### config.mk
export PLATFORM = sky130hd
export DESIGN_NAME = rgb_to_bitplane_packer_top
export DESIGN_NICKNAME = d
export VERILOG_FILES = /design/src/hdl/rtbp_pkg.sv /design/src/hdl/rtbp_front.sv /design/src/hdl/rtbp_queue.sv /design/src/hdl/rtbp_back.sv /design/src/hdl/rgb_to_bitplane_packer_top.sv
export VERILOG_INCLUDE_DIRS = /design/src /design/src/hdl
export SDC_FILE = /design/constraint.sdc
export NUM_CORES = 1
export LEC_CHECK = 0
export BUFFER_PORTS_ARGS = -buffer_cell sky130_fd_sc_hd__clkbuf_2
export CORE_AREA = 10 10 86 88
export CTS_BUF_LIST = sky130_fd_sc_hd__clkbuf_16
export DETAILED_ROUTE_END_ITERATION = 6
export DIE_AREA = 0 0 96 98
export PLACE_DENSITY = 0.77
export SLEW_MARGIN = 15
export SYNTH_ARGS = -nofsm -noshare
export SYNTH_HDL_FRONTEND = slang
export SYNTH_SLANG_ARGS = --single-unit
### constraint.sdc
create_clock -name clk -period 3.85 [get_ports clk]
set_clock_uncertainty 0.05 [all_clocks]
set_input_delay 0.385 -clock clk [delete_from_list [all_inputs] [get_ports clk]]
set_output_delay 0.385 -clock clk [all_outputs]
set_load 0.1 [all_outputs]
### src/hdl/rgb_to_bitplane_packer_top_assert.svh
// Assertion macros used by the packer back stage (rtbp_back).
`ifndef RGB_TO_BITPLANE_PACKER_TOP_ASSERT_SVH
`define RGB_TO_BITPLANE_PACKER_TOP_ASSERT_SVH
`ifndef SYNTH
`define RTBP_ASSERT(lbl, prop, msg) \
  lbl: assert property (@(posedge clk) disable iff (rst) prop) else $error(msg);
`define RTBP_ASSERT_ALWAYS(lbl, prop, msg) \
  lbl: assert property (@(posedge clk) prop) else $error(msg);
`else
`define RTBP_ASSERT(lbl, prop, msg)
`define RTBP_ASSERT_ALWAYS(lbl, prop, msg)
`endif
`endif

### src/hdl/rtbp_pkg.sv
// Types, constants and the pixel classifier for the bitplane packer.
package rtbp_pkg;

  localparam int ROW_W       = 11;
  localparam int QUEUE_DEPTH = 4;

  localparam logic [7:0] RED_MIN_LEVEL = 8'd64;
  localparam logic [7:0] BLACK_LEVEL   = 8'd127;

  localparam logic CFG_TARGET_PLANE = 1'b0;
  localparam logic CFG_LINE_PIXELS  = 1'b1;

  localparam logic PLANE_BW  = 1'b0;
  localparam logic PLANE_RED = 1'b1;

  typedef struct packed {
    logic             target_plane;
    logic [ROW_W-1:0] line_pixels;
  } cfg_t;

  // plane bit of one pixel: red plane marks red pixels, bw plane marks red or non-black
  function automatic logic plane_bit(input logic [7:0] b, input logic [7:0] g,
                                     input logic [7:0] r, input logic plane);
    logic [7:0] half;
    logic       is_red;
    logic       is_black;
    half     = r >> 1;
    is_red   = (b < half) && (g < half) && (r > RED_MIN_LEVEL);
    is_black = (b < BLACK_LEVEL) && (g < BLACK_LEVEL) && (r < BLACK_LEVEL);
    if (plane == PLANE_RED) begin
      return is_red;
    end
    return is_red || !is_black;
  endfunction

endpackage

### src/hdl/rtbp_front.sv
// Front stage: accepts pixels and reduces each to its plane bit.
module rtbp_front import rtbp_pkg::*; (
  input  logic       clk,
  input  logic       rst,
  input  logic       in_valid,
  output logic       in_stall,
  input  logic [7:0] blue,
  input  logic [7:0] green,
  input  logic [7:0] red,
  input  logic       target_plane,
  output logic       push,
  output logic       push_bit,
  input  logic       q_full
);

  logic hold_valid;
  logic hold_bit;

  assign in_stall = hold_valid && q_full;
  assign push     = hold_valid;
  assign push_bit = hold_bit;

  always_ff @(posedge clk) begin
    if (rst) begin
      hold_valid <= 1'b0;
    end else if (!in_stall) begin
      hold_valid <= in_valid;
    end
  end

  always_ff @(posedge clk) begin
    if (in_valid && !in_stall) begin
      hold_bit <= plane_bit(blue, green, red, target_plane);
    end
  end

endmodule

### src/hdl/rtbp_queue.sv
// Short bit queue between the classifier and the packer.
module rtbp_queue import rtbp_pkg::*; (
  input  logic clk,
  input  logic rst,
  input  logic push,
  input  logic push_bit,
  output logic full,
  input  logic pop,
  output logic pop_bit,
  output logic not_empty
);

  localparam int PTR_W = $clog2(QUEUE_DEPTH);
  localparam int CNT_W = $clog2(QUEUE_DEPTH + 1);

  logic [QUEUE_DEPTH-1:0] store;
  logic [PTR_W-1:0]       wr_ptr;
  logic [PTR_W-1:0]       rd_ptr;
  logic [CNT_W-1:0]       count;
  logic                   do_push;
  logic                   do_pop;

  assign full      = (count == CNT_W'(QUEUE_DEPTH));
  assign not_empty = (count != '0);
  assign pop_bit   = store[rd_ptr];
  assign do_push   = push && !full;
  assign do_pop    = pop && not_empty;

  always_ff @(posedge clk) begin
    if (do_push) begin
      store[wr_ptr] <= push_bit;
    end
  end

  always_ff @(posedge clk) begin
    if (rst) begin
      wr_ptr <= '0;
      rd_ptr <= '0;
      count  <= '0;
    end else begin
      if (do_push) begin
        wr_ptr <= PTR_W'(wr_ptr + 1'b1);
      end
      if (do_pop) begin
        rd_ptr <= PTR_W'(rd_ptr + 1'b1);
      end
      case ({do_push, do_pop})
        2'b10:   count <= CNT_W'(count + 1'b1);
        2'b01:   count <= CNT_W'(count - 1'b1);
        default: count <= count;
      endcase
    end
  end

endmodule

### src/hdl/rtbp_back.sv
// Back stage: packs plane bits MSB first and emits bytes at byte or row end.
module rtbp_back import rtbp_pkg::*; #(
  parameter int MAX_ROW_PIXELS = 1024
) (
  input  logic             clk,
  input  logic             rst,
  input  logic [ROW_W-1:0] line_pixels,
  input  logic             q_valid,
  input  logic             q_bit,
  output logic             pop,
  output logic             out_valid,
  input  logic             out_stall,
  output logic [7:0]       packed_bits,
  output logic             row_done
);

  `include "rgb_to_bitplane_packer_top_assert.svh"

  localparam int CNT_W = $clog2(MAX_ROW_PIXELS);
  localparam int CMP_W = ($clog2(MAX_ROW_PIXELS + 1) > ROW_W) ?
                         $clog2(MAX_ROW_PIXELS + 1) : ROW_W;

  logic [7:0]       acc;
  logic [2:0]       bpos;
  logic [CNT_W-1:0] col;
  logic [CMP_W-1:0] width_eff;
  logic [CMP_W-1:0] width_ext;
  logic [7:0]       acc_next;
  logic             row_end;
  logic             emit;

  assign width_ext = CMP_W'(line_pixels);

  // zero width acts as one, oversized width saturates
  always_comb begin
    if (width_ext == '0) begin
      width_eff = CMP_W'(1);
    end else if (width_ext > CMP_W'(MAX_ROW_PIXELS)) begin
      width_eff = CMP_W'(MAX_ROW_PIXELS);
    end else begin
      width_eff = width_ext;
    end
  end

  assign pop      = q_valid && (!out_valid || !out_stall);
  assign acc_next = acc | (8'(q_bit) << bpos);
  assign row_end  = (CMP_W'(col) + CMP_W'(1)) >= width_eff;
  assign emit     = pop && ((bpos == 3'd0) || row_end);

  always_ff @(posedge clk) begin
    if (rst) begin
      acc       <= '0;
      bpos      <= 3'd7;
      col       <= '0;
      out_valid <= 1'b0;
    end else begin
      if (pop) begin
        if (emit) begin
          acc  <= '0;
          bpos <= 3'd7;
          col  <= row_end ? '0 : CNT_W'(col + 1'b1);
        end else begin
          acc  <= acc_next;
          bpos <= 3'(bpos - 3'd1);
          col  <= CNT_W'(col + 1'b1);
        end
      end
      if (emit) begin
        out_valid <= 1'b1;
      end else if (!out_stall) begin
        out_valid <= 1'b0;
      end
    end
  end

  always_ff @(posedge clk) begin
    if (emit) begin
      packed_bits <= acc_next;
      row_done    <= row_end;
    end
  end

  `RTBP_ASSERT(a_idle_holds,
               !pop |=> $stable(col) && $stable(bpos),
               "packer state moved without a bit")
  `RTBP_ASSERT(a_row_end_clears,
               out_valid && out_stall && row_done |-> col == '0 && bpos == 3'd7,
               "row end byte pending but column not cleared")
  `RTBP_ASSERT(a_bit_step,
               pop && !emit |=> bpos == 3'($past(bpos) - 3'd1),
               "bit position did not step down")

endmodule

### src/hdl/rgb_to_bitplane_packer_top.sv
// Top level of the RGB to bitplane packer: config registers and stage wiring.
//
// Input channel: one pixel (blue, green, red) per beat, taken when in_valid is
// high and in_stall is low. Output channel: one packed byte per beat with
// row_done set on the last byte of a row, taken when out_valid is high and
// out_stall is low. A byte leaves after eight pixels or at a row end; a
// partial byte is zero padded in its low bits.
// A pixel is accepted every cycle while in_stall is low. The byte a pixel
// completes passes the classifier register, a queue entry and the packer
// output register before it is on out_valid.
// When the receiver stalls the output byte holds, the packer stops popping,
// the queue fills and in_stall rises once the classifier register has a bit
// it cannot push. No beat is lost.
// Config: write_enable with reg_index 0 sets target_plane (0 black/white,
// 1 red), index 1 sets line_pixels, the pixels per row (0 acts as 1, above
// MAX_ROW_PIXELS it saturates). Write only while the block is idle.
// Synchronous reset clears the queue, the output register and the packer
// (bit position at the MSB, column zero) and restores target_plane 0 and
// line_pixels 128.
module rgb_to_bitplane_packer_top import rtbp_pkg::*; #(
  parameter int MAX_ROW_PIXELS = 1024
) (
  input  logic             clk,
  input  logic             rst,
  input  logic             write_enable,
  input  logic             reg_index,
  input  logic [ROW_W-1:0] write_data,
  input  logic             in_valid,
  output logic             in_stall,
  input  logic [7:0]       blue,
  input  logic [7:0]       green,
  input  logic [7:0]       red,
  output logic             out_valid,
  input  logic             out_stall,
  output logic [7:0]       packed_bits,
  output logic             row_done
);

  cfg_t cfg;
  logic push;
  logic push_bit;
  logic q_full;
  logic pop;
  logic pop_bit;
  logic q_valid;

  always_ff @(posedge clk) begin
    if (rst) begin
      cfg.target_plane <= PLANE_BW;
      cfg.line_pixels  <= ROW_W'(128);
    end else if (write_enable) begin
      case (reg_index)
        CFG_TARGET_PLANE: cfg.target_plane <= write_data[0];
        CFG_LINE_PIXELS:  cfg.line_pixels  <= write_data;
        default:          cfg              <= cfg;
      endcase
    end
  end

  rtbp_front u_front (
    .clk          (clk),
    .rst          (rst),
    .in_valid     (in_valid),
    .in_stall     (in_stall),
    .blue         (blue),
    .green        (green),
    .red          (red),
    .target_plane (cfg.target_plane),
    .push         (push),
    .push_bit     (push_bit),
    .q_full       (q_full)
  );

  rtbp_queue u_queue (
    .clk       (clk),
    .rst       (rst),
    .push      (push),
    .push_bit  (push_bit),
    .full      (q_full),
    .pop       (pop),
    .pop_bit   (pop_bit),
    .not_empty (q_valid)
  );

  rtbp_back #(
    .MAX_ROW_PIXELS (MAX_ROW_PIXELS)
  ) u_back (
    .clk         (clk),
    .rst         (rst),
    .line_pixels (cfg.line_pixels),
    .q_valid     (q_valid),
    .q_bit       (pop_bit),
    .pop         (pop),
    .out_valid   (out_valid),
    .out_stall   (out_stall),
    .packed_bits (packed_bits),
    .row_done    (row_done)
  );

endmodule
# Word level (Yosys, flattened, before mapping)
# Index checks and enable logic that the tools add are counted.
word_totals:
  reg_bits: 56
  output_inout_bits: 11
  wordCells: 82
classes:
  n_addsub: 7
  order_cmp: 11
  eq_ne: 4
  shifts: 1
  muxes: 18
  bitwise: 2
  reduce_logical: 25
op_table:
  columns: ["operator", "count"]
  rows:
  - ["8-bit by 7-bit < comparator with 1-bit output, second input constant", 3]
  - ["11-bit two-way mux", 2]
  - ["10-bit two-way mux", 2]
  - ["8-bit by 7-bit < comparator with 1-bit output", 2]
  - ["10-bit by 1-bit adder with 11-bit output, second input constant", 1]
  - ["11-bit greater-or-equal comparator", 1]
  - ["11-bit greater-than comparator, second input constant", 1]
  - ["1-bit logical AND", 11]
  - ["11-bit logical NOT", 1]
  - ["10-bit by 1-bit adder with 10-bit output, second input constant", 1]
  - ["8-bit by 7-bit greater-than comparator with 1-bit output, second input constant", 1]
  - ["1-bit two-way mux", 8]
  - ["8-bit two-way mux", 1]
  - ["8-bit bitwise OR", 1]
  - ["1-bit by 3-bit left shift with 8-bit output", 1]
  - ["2-bit by 3-bit < comparator with 1-bit output, second input constant", 2]
  - ["3-bit one-hot mux with 2 select lines", 1]
  - ["3-bit by 1-bit subtractor with 3-bit output, second input constant", 2]
  - ["1-bit logical NOT", 5]
  - ["2-bit by 1-bit adder with 2-bit output, second input constant", 2]
  - ["4-bit bitwise mux", 1]
  - ["2-bit AND reduction", 2]
  - ["3-bit by 1-bit adder with 3-bit output, second input constant", 1]
  - ["3-bit == test, second input constant", 1]
  - ["12 further kinds", 14]

# Logic depth before layout (Yosys ltp)
logic_depth:
  ltp_word: 7
  depth_mapped: 12
  ltp_nobuf: 11

# By module
# From an unflattened synthesis, not the netlist that was laid out.
hier_totals:
  hier_cells: 356
  hier_area_um2: 3218.1
modules_own_cells:
  columns: ["module", "instances", "cells_each", "area_each_um2", "seq_area_each_um2"]
  rows:
  - ["rtbp_back", 1, 193, 1676.6, 710.7]
  - ["rtbp_queue", 1, 53, 573.0, 260.2]
  - ["rgb_to_bitplane_packer_top", 1, 54, 530.5, 240.2]
  - ["rtbp_front", 1, 56, 437.9, 50.0]

# Worst setup path before layout
# OpenSTA, ideal clock, no wires.
synth_path:
  path_kind: "flip-flop to flip-flop"
  startpoint: "register u_back.col[2]"
  endpoint: "register u_back.packed_bits[0] (enable)"
  arrival_ps: 2567
  required_time_ps: 3426
  slack_ps: 858
  stages_incl_launch_ff: 13
  n_path_buf: 1
  synth_period_minus_slack_ps: 2992
  path_cell_list: "dfxtp_1 > buf_2 > nand4_1 > nor2_1 > nand3_1 > xor2_1 > inv_1 > ha_1 > nand3_2 > a211o_1 > o211a_1 > o211a_1 > nor2_1"
synth_between:
  elab_chain_len: 4
synth_lines:
  columns: ["item", "line_no", "rtl"]
  rows:
  - ["from (decl)", "rtbp_back.sv:25", "logic [CNT_W-1:0] col;"]
  - ["from (signal assigned)", "rtbp_back.sv:61", "col <= row_end ? '0 : CNT_W'(col + 1'b1);"]
  - ["from (signal assigned)", "rtbp_back.sv:65", "col <= CNT_W'(col + 1'b1);"]
  - ["10-bit by 1-bit adder with 11-bit output", "rtbp_back.sv:47", "assign row_end = (CMP_W'(col) + CMP_W'(1)) >= width_eff;"]
  - ["11-bit greater-or-equal comparator", "rtbp_back.sv:47", null]
  - ["1-bit logical OR", "rtbp_back.sv:48", "assign emit = pop && ((bpos == 3'd0) || row_end);"]
  - ["1-bit logical AND", "rtbp_back.sv:48", null]
  - ["net u_back.emit", "rtbp_back.sv:30", "logic emit;"]
  - ["to (signal assigned)", "rtbp_back.sv:78", "packed_bits <= acc_next;"]
  - ["to (decl)", "rtbp_back.sv:13", "output logic [7:0] packed_bits,"]
# The timed path passes the listed nets, and every way through them passes these cells.
# A chain may end at the register's enable or synchronous reset.

# Worst setup path after layout
layout_path:
  startpoint: "register u_back.col[2]"
  endpoint: "register u_back.packed_bits[5] (enable)"
# Same word-level chain as after synthesis.

==> metrics <==
status=finished clean; DR vias/cell=5.62; unrepaired setup endpoints after global routing=no; Diodes inserted=0; r2r worst-path depth=11; Tmin final=3.52 ns; vias in the first global route=2669; share of cells above drive strength 1=0.192; Hold/Removal Path Class=input port to register; DR DRC count=0; Core Rows=28; Starting Density=0.556; area share of the largest cell type after synthesis=0.263; core area=5750 sq um; routability cong.=0.818; CTS tree=yes; Critical Path AT=approximately 3.4 ns; Final Max Slew Viols=0; grt ovf=0; Mapped Cells=354; antenna violations before repair=0; # port buffers=between 50 and 60; crit-path max FO=9; Setup TNS=0 ns; ys flop type=dfxtp_1; Yosys reg bits=56; VDD IR max=0.247 mV; GR Layer Usage met3=0.0406; Die Ht=98 microns; clk_lat worst skew=0.29 ns; endpoints failing setup=0; Pwr Total=approximately 1.8 mW; Worst Setup SP=u_back.col[2]$_SDFFE_PP0P_; post-layout utilization of the core=0.631; Nets=473; Detailed Route Iter0 Violations=199; CTS Buf Count=5; sequential-to-total area share from yosys stat=0.395; post-cts repair resize count=0; FFs w/ async S/R, synth=0; CTS max path bufs=2; critical path class=register to register; worst slew pin tran=about 0.75 ns; Synth area leaders=dfxtp_1 26%, edfxtp_1 13%, ha_1 12%; hold path endpoint=cfg[7]$_SDFFE_PP1P_; Sink Count=between 50 and 60; synthesized area per cell=approximately 9 sq um; Worst setup EP type=register; die area=9410 sq um; vias after detailed routing=2676; drt first pass iters=4; I/O pin cnt=52; Reg clk slew, reported paths=about 0.070 ns; All-Layer GR Usage=0.149; Reg2Reg Launch Point=u_back.col[2]$_SDFFE_PP0P_; Post-Synthesis Net Count=about 430; pwr dens=around 500 nW/um^2; Crit path required time=around 3.7 ns; largest net degree at the start of global routing=37; H-tree levels=2; first-pass GRT wire length=approximately 12000 microns; Final Non-Filler Cells=476; Area Growth Syn to Fin=13.6%; placed inst area=3480 sq um; Routed Antenna Nets=0; Leak Pwr=1.59 nW; fin crit share=0.915; R2R Setup Slk=0.33 ns; DP HPWL=around 5200 microns; max cap viols=0; CP startpoint kind=register; worst flop-to-flop path endpoint=u_back.packed_bits[5]$_DFFE_PP_; fmax=0.284 GHz; GR peak layer=met2; Post-synth EDFFs=14; Post-CTS Setup Repair Bufs=0; Worst Hold Path Cells=3; Synth cell types=53; Hold Path Origin=write_data[7]; Routed WL=6860 microns; Yosys warnings=0; Hold Buf Count CTS=0; DR WL/cell=14.4 microns; cell taking the most area after synthesis=dfxtp_1; Syn Std Cell Area=between 3000 and 4000 sq um; design area=3630 sq um; Root Driver=clkbuf_16; Final Hold Fails=0; GR Layer Usage met2=0.245; die width=96 microns; number of placed cells counting well taps=468; GRT met1 Usage=0.180; relative slew slack=0.500
## state kept, by name, summed over array words and instances (netlist names), 2 cells and up
register            flops
u_queue.rd_ptr          2
u_back.packed_bits      8
u_queue.count           3
u_queue.wr_ptr          2
u_back.col             10
cfg                    12
u_queue.store           4
u_back.acc              8
u_back.bpos             3
## Yosys cell counts, types with 2 or more instances
master	instances
nand2_1	51
dfxtp_1	42
ha_1	31
a21oi_1	27
inv_1	23
nor2_1	22
edfxtp_1	14
nand3_1	13
a211oi_1	10
clkbuf_1	8
xor2_1	8
o21ai_0	7
nand4_1	6
o32ai_1	6
xnor2_1	6
a21o_2	5
and2_1	5
nor2b_1	5
nor3_1	5
a21o_1	4
and2_4	4
nor4_1	4
a31oi_1	3
buf_2	3
nand2b_1	3
nand4b_1	3
a31o_2	2
and3_1	2
buf_6	2
mux2i_1	2
o2111ai_1	2
o211a_1	2
o211ai_1	2
o221ai_1	2
or3_1	2
## final cells by class
class	instances	area [sq um]
fillers	497	2120
multi-input cells	260	1770
flip-flops and latches	56	1260
repair buffers	53	270
clock buffers	5	125
well taps	75	93.8
inverters	24	90.1
clock inverters	3	17.5
## per-layer routing
metal  wire length [microns]  up-vias
met2                    3270       81
met4                      95        0
met5                       0        -
li1                        -     1362
met3                     432        8
met1                    3060     1225
## logic make-up (layout without fill, tap and decap cells)
family                     Yosys count  after routing  share of synthesized area
buffers and inverters               38             85                     0.0506
adders and majority gates           32             32                      0.128
xor gates and xnor gates            14             14                     0.0384
AOI/OAI and AO/OA                   81             81                      0.175
muxes                                3              3                     0.0133
DFF                                 56             56                      0.395
and+or+nand+nor                    130            130                      0.200
## placed cells by master (no fill, tap or decap), types with 3 or more instances in the layout
master     count
nand2_1       51
clkbuf_2      51
dfxtp_1       42
ha_1          31
a21oi_1       27
inv_1         23
nor2_1        22
edfxtp_1      14
nand3_1       13
a211oi_1      10
xor2_1         8
o21ai_0        7
xnor2_1        6
nand4_1        6
o32ai_1        6
nor2b_1        5
nor3_1         5
and2_1         5
a21o_2         5
clkbuf_16      5
a21o_1         4
nor4_1         4
and2_4         4
nand2b_1       3
nand4b_1       3
a31oi_1        3
## per-stage QoR
stage | worst slack [ns] | hold WS, ns
after floorplan | 0.858 | 0.396
after CTS | 0.309 | 0.248
after global placement | 0.556 | 0.409
final | 0.327 | 0.248
after detailed placement | 0.357 | 0.415
after global routing | 0.0510 | 0.258
## worst max-delay path: stages (launching register included)
cell and delay [ns]:
dfxtp_1 0.47, nand4_1 0.22, nor2_1 0.23, nand3_1 0.11
xor2_1 0.18, inv_1 0.06, ha_1 0.31, nand3_2 0.20
a211o_1 0.32, o211a_1 0.22, o211a_1 0.19, nor2_1 0.58
## where the power goes
part / internal, mW / total [mW] / switching (mW)
logic: 0.224 / 0.600 / 0.377
registers: 0.676 / 0.734 / 0.0585
clock network: 0.240 / 0.444 / 0.203
total: 1.14 / 1.78 / 0.638
## how the worst max path moves through the flow
stage / end / cells past startpoint
finish: u_back.packed_bits[5]$_DFFE_PP_ / 11
global route: u_back.packed_bits[5]$_DFFE_PP_ / 11
CTS: u_back.packed_bits[5]$_DFFE_PP_ / 11
detailed placement: u_back.packed_bits[6]$_DFFE_PP_ / 11
global placement: u_back.packed_bits[6]$_DFFE_PP_ / 11
floorplan: u_back.packed_bits[0]$_DFFE_PP_ / 12
No activity file was read; power rests on OpenSTA's default activity.
